### src/rtl/flpa_pkg.sv
// ----------------------------------------------------------------------------
// flpa_pkg
// Shared types, codes and defaults for the last-packet-per-flow aggregator.
// ----------------------------------------------------------------------------
package flpa_pkg;

    localparam int DEFAULT_ENTRIES     = 64;
    localparam int DEFAULT_HANDLE_BITS = 16;

    localparam int AGG_BITS   = 6;
    localparam int FIELD_HANDLE_BITS = 16;
    localparam int LEN_BITS   = 16;
    localparam int COUNT_BITS = 32;
    localparam int TIME_BITS  = 48;

    typedef enum logic [1:0] {
        ACT_PACKET = 2'd0,
        ACT_NEW    = 2'd1,
        ACT_DELETE = 2'd2,
        ACT_CLEAR  = 2'd3
    } action_t;

    localparam logic PORT_FLUSH     = 1'b0;
    localparam logic PORT_DISPLACED = 1'b1;

    typedef struct packed {
        logic [LEN_BITS-1:0]   length;
        logic [COUNT_BITS-1:0] extra_packets;
        logic [COUNT_BITS-1:0] extra_length;
        logic [TIME_BITS-1:0]  first_time;
    } entry_body_t;

    localparam int BODY_BITS = $bits(entry_body_t);

endpackage

### src/rtl/flpa_fold.sv
// ----------------------------------------------------------------------------
// flpa_fold
// Folds a stored entry's counts into an arriving packet with saturation.
// ----------------------------------------------------------------------------
module flpa_fold
    import flpa_pkg::*;
(
    input  entry_body_t           old_body,
    input  logic [COUNT_BITS-1:0] extra_packets_in,
    input  logic [COUNT_BITS-1:0] extra_length_in,
    output logic [COUNT_BITS-1:0] new_extra_packets,
    output logic [COUNT_BITS-1:0] new_extra_length
);

    logic [COUNT_BITS+1:0] packets_sum;
    logic [COUNT_BITS+1:0] length_sum;

    assign packets_sum = (COUNT_BITS+2)'(extra_packets_in)
                       + (COUNT_BITS+2)'(1)
                       + (COUNT_BITS+2)'(old_body.extra_packets);

    assign length_sum = (COUNT_BITS+2)'(extra_length_in)
                      + (COUNT_BITS+2)'(old_body.length)
                      + (COUNT_BITS+2)'(old_body.extra_length);

    assign new_extra_packets = (|packets_sum[COUNT_BITS+1:COUNT_BITS])
                             ? '1 : packets_sum[COUNT_BITS-1:0];
    assign new_extra_length  = (|length_sum[COUNT_BITS+1:COUNT_BITS])
                             ? '1 : length_sum[COUNT_BITS-1:0];

endmodule

### config.mk
export PLATFORM = sky130hd
export DESIGN_NAME = flpa_fold
export DESIGN_NICKNAME = d
export VERILOG_FILES = /design/src/rtl/flpa_pkg.sv /design/src/rtl/flpa_fold.sv
export SDC_FILE = /design/constraint.sdc
export NUM_CORES = 1
export LEC_CHECK = 0
export BUFFER_PORTS_ARGS = -buffer_cell sky130_fd_sc_hd__buf_2
export CAP_MARGIN = 20
export CELL_PAD_IN_SITES_DETAIL_PLACEMENT = 2
export CELL_PAD_IN_SITES_GLOBAL_PLACEMENT = 2
export CORE_MARGIN = 2
export CORE_UTILIZATION = 26
export DETAILED_ROUTE_END_ITERATION = 6
export PLACE_DENSITY = 0.88
export SETUP_SLACK_MARGIN = 0.02
export SYNTH_ARGS = -nofsm -noshare
export SYNTH_HDL_FRONTEND = slang
export SYNTH_SLANG_ARGS = --single-unit
export TNS_END_PERCENT = 50
### constraint.sdc
create_clock -name vclk -period 4.2
set_input_delay 0 -clock vclk [all_inputs]
set_output_delay 0 -clock vclk [all_outputs]
set_load 0.03 [all_outputs]
Word-level counts from Yosys, hierarchy flattened. Cells that the tools add are included.

Add/subtract/negate cells: 4. Muxes and demuxes: 2. Reduce and logical (&&, ||, !) cells: 2.

Operators with widths (number): $add 33x32->34 (2); $mux 32 (2); $add 32x1->33 const B (1); $add 32x16->33 (1); $reduce_or 2->1 (2).

Register bits after elaboration: 0. Output and inout bits: 64. Logic and storage cells: 8.

Longest topological paths before layout.
Depth after elaboration: 4. Depth in mapped cells: 14.

Worst setup path after synthesis. No wires, ideal clock.

Path kind: input -> output. Start point: in old_body[63] (netlist name). End point: out new_extra_length[0]. Arrival time: 2.961 ns. Required time: 4.200 ns. Buffers on the path: 0. Stages on the path: 10. Path slack: 1.239 ns. Cells stage by stage: fa_1 > ha_1 > a21o_1 > a2111o_1 > o21ai_2 > nand2_1 > o21ba_2 > a41o_4 > nor4bb_4 > o21ai_0.

Word-level cells in the longest chain between the ends: 3.

Ends and longest elaborated chain: from (decl) (line flpa_fold.sv:8) `input entry_body_t old_body,`; $add 33x32->34 (line flpa_fold.sv:24) `+ (COUNT_BITS+2)'(old_body.extra_length);`; $reduce_or 2->1 (line flpa_fold.sv:28) `assign new_extra_length = (|length_sum[COUNT_BITS+1:COUNT_BITS])`; $mux 32 (line flpa_fold.sv:29) `? '1 : length_sum[COUNT_BITS-1:0];`; to (decl) (line flpa_fold.sv:12) `output logic [COUNT_BITS-1:0] new_extra_length`.

No other way between the ends.

Final worst setup path.
Start point: in old_body[49] (netlist name). End point: out new_extra_length[3].

Word-level cells in the longest chain between the ends: 3.

Ends and longest elaborated chain (line): $add 33x32->34 * (flpa_fold.sv:24); $reduce_or 2->1 (flpa_fold.sv:28); $mux 32 * (flpa_fold.sv:29).

Mark *: on every way between the ends. The rest lies on a longest branch, timed or not.

==> metrics.md <==
| Metric | Value |
|---|---|
| Sw power | 0.985 mW |
| Net Count, Synth | 851 |
| Vias in the first global route | 5507 |
| Synth area leaders | ha_1 23%, fa_1 8.2%, a21oi_1 6.4%, nand2_1 5.5%, a21o_1 5.3% |
| Max_slew headroom | 0.594 |
| Max VDD drop | 0.000178 V |
| Die Height | 134 µm |
| Pin count of the biggest net entering global routing | 33 |
| Core ar. | 16500 µm² |
| MaxCap Viol Count | 0 |
| Post-synthesis sequential area ratio | 0 |
| Clk pwr share | 0 |
| DR vias | 5060 |
| Seq_cells | 0 |
| Post-CTS Setup Bufs | 0 |
| Final cell count without fillers | 976 |
| Hold crit path type | in -> out |
| Hold_buf cts | 0 |
| DP Area | 5590 µm² |
| GP Congestion | 0.802 |
| Least-Margin Pin Slew | 0.601 ns |
| CP endpoint kind | output port |
| Finish-stage setup viols | 0 |
| Outcome | completed |
| Arr. time, crit path | 3.39 ns |
| RSZ-0062 raised after global routing | false |
| # port buffers | 208 |
| Internal power | 0.566 mW |
| Synth Warn # | 0 |
| Total grt overflow | 0 |
| Post-route antenna net violation count | 0 |
| Die W | 134 µm |
| Area growth syn-to-layout | 27.5% |
| Area of the multi-input gates | 4170 µm² |
| Critical Path End | new_extra_length[3] |
| Synth top area share | 0.225 |
| Placed cells | 975 |
| Slew Limit Fails | 0 |
| Post_cts resized | 0 |
| Sequential cell area | 0 µm² |
| Switching share of power | 0.635 |
| Overall Global Routing Usage | 0.180 |
| Cell area after synthesis | 4390 µm² |
| CLK BUF | 0 |
| Cell Rows | 47 |
| Fraction of layout cells with a size suffix above 1 | 0.348 |
| Part of the power in registers | 0 |
| Setup TNS | 0 ns |
| Drt total wl | 16600 µm |
| Antenna violations before repair | 2 |
| Type of origin of the critical path | primary input |
| Leading area contributor after synthesis | ha_1 |
| CP Class | in -> out |
| Cell variety after synth | 76 |
| Wire length per cell | 17.0 µm |
| Worst Hold Depth | 5 |
| Power per cell area | 277 nW/µm² |
| Die Footprint | 17900 µm² |
| Post-synthesis cell count | 562 |
| Leakage | 2.81 nW |
| Required @ worst endpoint | 4.20 ns |
| Fin nets | 1046 |
| Crit. Startpoint | old_body[49] |
| Fmax | 0.295 GHz |
| Pre-antenna DRT Iters | 4 |
| DRT iter0 DRCs | 129 |
| Io pins | 256 |
| Combinational share of power | 1.000 |
| First-pass GRT wire length | 27200 µm |
| Hold Violations, Final | 0 |
| Crit share post-route | 0.808 |
| Fillers | 1985 |
| Initial Util | 0.265 |
| Fin crit period | 3.39 ns |
| Design area | 5590 µm² |
| Syn avg cell area | 7.80 µm² |
| HPWL Detailed | 14700 µm |
| DRC | 0 |
| Largest fanout on the critical path | 32 |
| Via/cell ratio | 5.18 |
[through the flow]
step,power (mW),utilization,worst slack [ns],hold WS (ns)
3_3_place_gp,1.51,0.338,0.832,0.446
3_5_place_dp,1.56,0.338,0.808,0.461
5_1_grt,1.69,0.338,0.617,0.483
6_report,1.55,0.338,0.807,0.454
4_1_cts,1.57,0.338,0.784,0.462
2_1_floorplan,1.13,-,1.24,0.315
[cells by family (layout without fill, tap and decap cells)]
kind of cell               after synthesis  in the layout  share of synthesized area
and+or+nand+nor                        160            160                      0.182
other                                    0              1                          0
adders and majority gates               97             97                      0.308
muxes                                    1              1                    0.00228
xor gates and xnor gates                49             49                     0.0979
buffers and inverters                   37            230                     0.0502
AOI/OAI and AO/OA                      218            218                      0.360
[cells in the final DEF, fill, tap and decap left out, types with 3 or more instances in the layout]
cell        n
a21o_1     31
a211o_1     3
nor2_1     29
nand4_1     7
o211ai_1    5
o21a_1     10
a31oi_1     5
inv_1      19
o21ai_1     7
fa_1       18
xnor2_1    24
o21ai_2    26
or2_2       3
nand2_1    64
ha_1       79
nor3_1      9
and3_1      6
a21boi_0    4
o21bai_1    5
a21oi_1    56
nor2b_1     4
buf_2     208
and4_1      3
xor2_1     25
o21bai_2    3
nand3_1    14
nand2b_1    5
o21ai_0    21
a211oi_1    9
[worst min-delay path by stage]
| stage | startpoint | endpoint | slack (ns) |
|---|---|---|---|
| 3_5_place_dp | extra_packets_in[0] | new_extra_packets[0] | 0.46 |
| 5_1_grt | extra_packets_in[0] | new_extra_packets[0] | 0.48 |
| 3_3_place_gp | extra_packets_in[0] | new_extra_packets[0] | 0.45 |
| 4_1_cts | extra_packets_in[0] | new_extra_packets[0] | 0.46 |
| 2_1_floorplan | extra_packets_in[0] | new_extra_packets[0] | 0.31 |
| 6_report | extra_packets_in[0] | new_extra_packets[0] | 0.45 |
[layer usage]
layer  vias up  track usage  routed length, µm
met1      2419        0.218               7080
li1       2485            -                  -
met2       138        0.351               8520
met3        16       0.0144                747
met5         -            0                 12
met4         2       0.0207                200
[power by group through the flow]
stage | clock, mW | sequential (mW) | combinational [mW]
global placement | 0 | 0 | 1.51
detailed placement | 0 | 0 | 1.56
CTS | 0 | 0 | 1.57
floorplan | 0 | 0 | 1.13
global route | 0 | 0 | 1.69
finish | 0.0000000319 | 0 | 1.55
[cells in the mapped netlist (3+ instances only)]
cell	count
nor2_1	29
o211ai_1	5
fa_1	18
and3_1	6
ha_1	79
a211oi_1	9
nand3_1	14
o21bai_2	3
buf_6	4
nand2_1	64
buf_4	6
o21bai_1	5
a21boi_0	4
nand2b_1	5
a211o_1	3
o21a_1	10
a31oi_1	5
a21o_1	31
nor2b_1	4
o21ai_0	21
o21ai_1	7
o21ai_2	26
xor2_1	25
nand4_1	7
or2_2	3
a21oi_1	56
nor3_1	9
xnor2_1	24
inv_1	19
and4_1	3
[worst max-delay path: stages]
cell and delay, ns:
buf_2 0.11, fa_1 0.48, ha_1 0.25, fa_1 0.41, a21o_1 0.22, a311o_1 0.39
nand3_2 0.11, a21o_1 0.18, a2111o_1 0.22, a21oi_4 0.09, nor4bb_4 0.32, buf_12 0.29
o21ai_0 0.11, buf_2 0.21
[final cells by class]
cell class,count,area share
antenna,1,0.000448
multi-input combinational,525,0.745
timing repair buffer,211,0.192
inverter,19,0.0128
tap,220,0.0492
No activity file was read; power rests on OpenSTA's default activity.
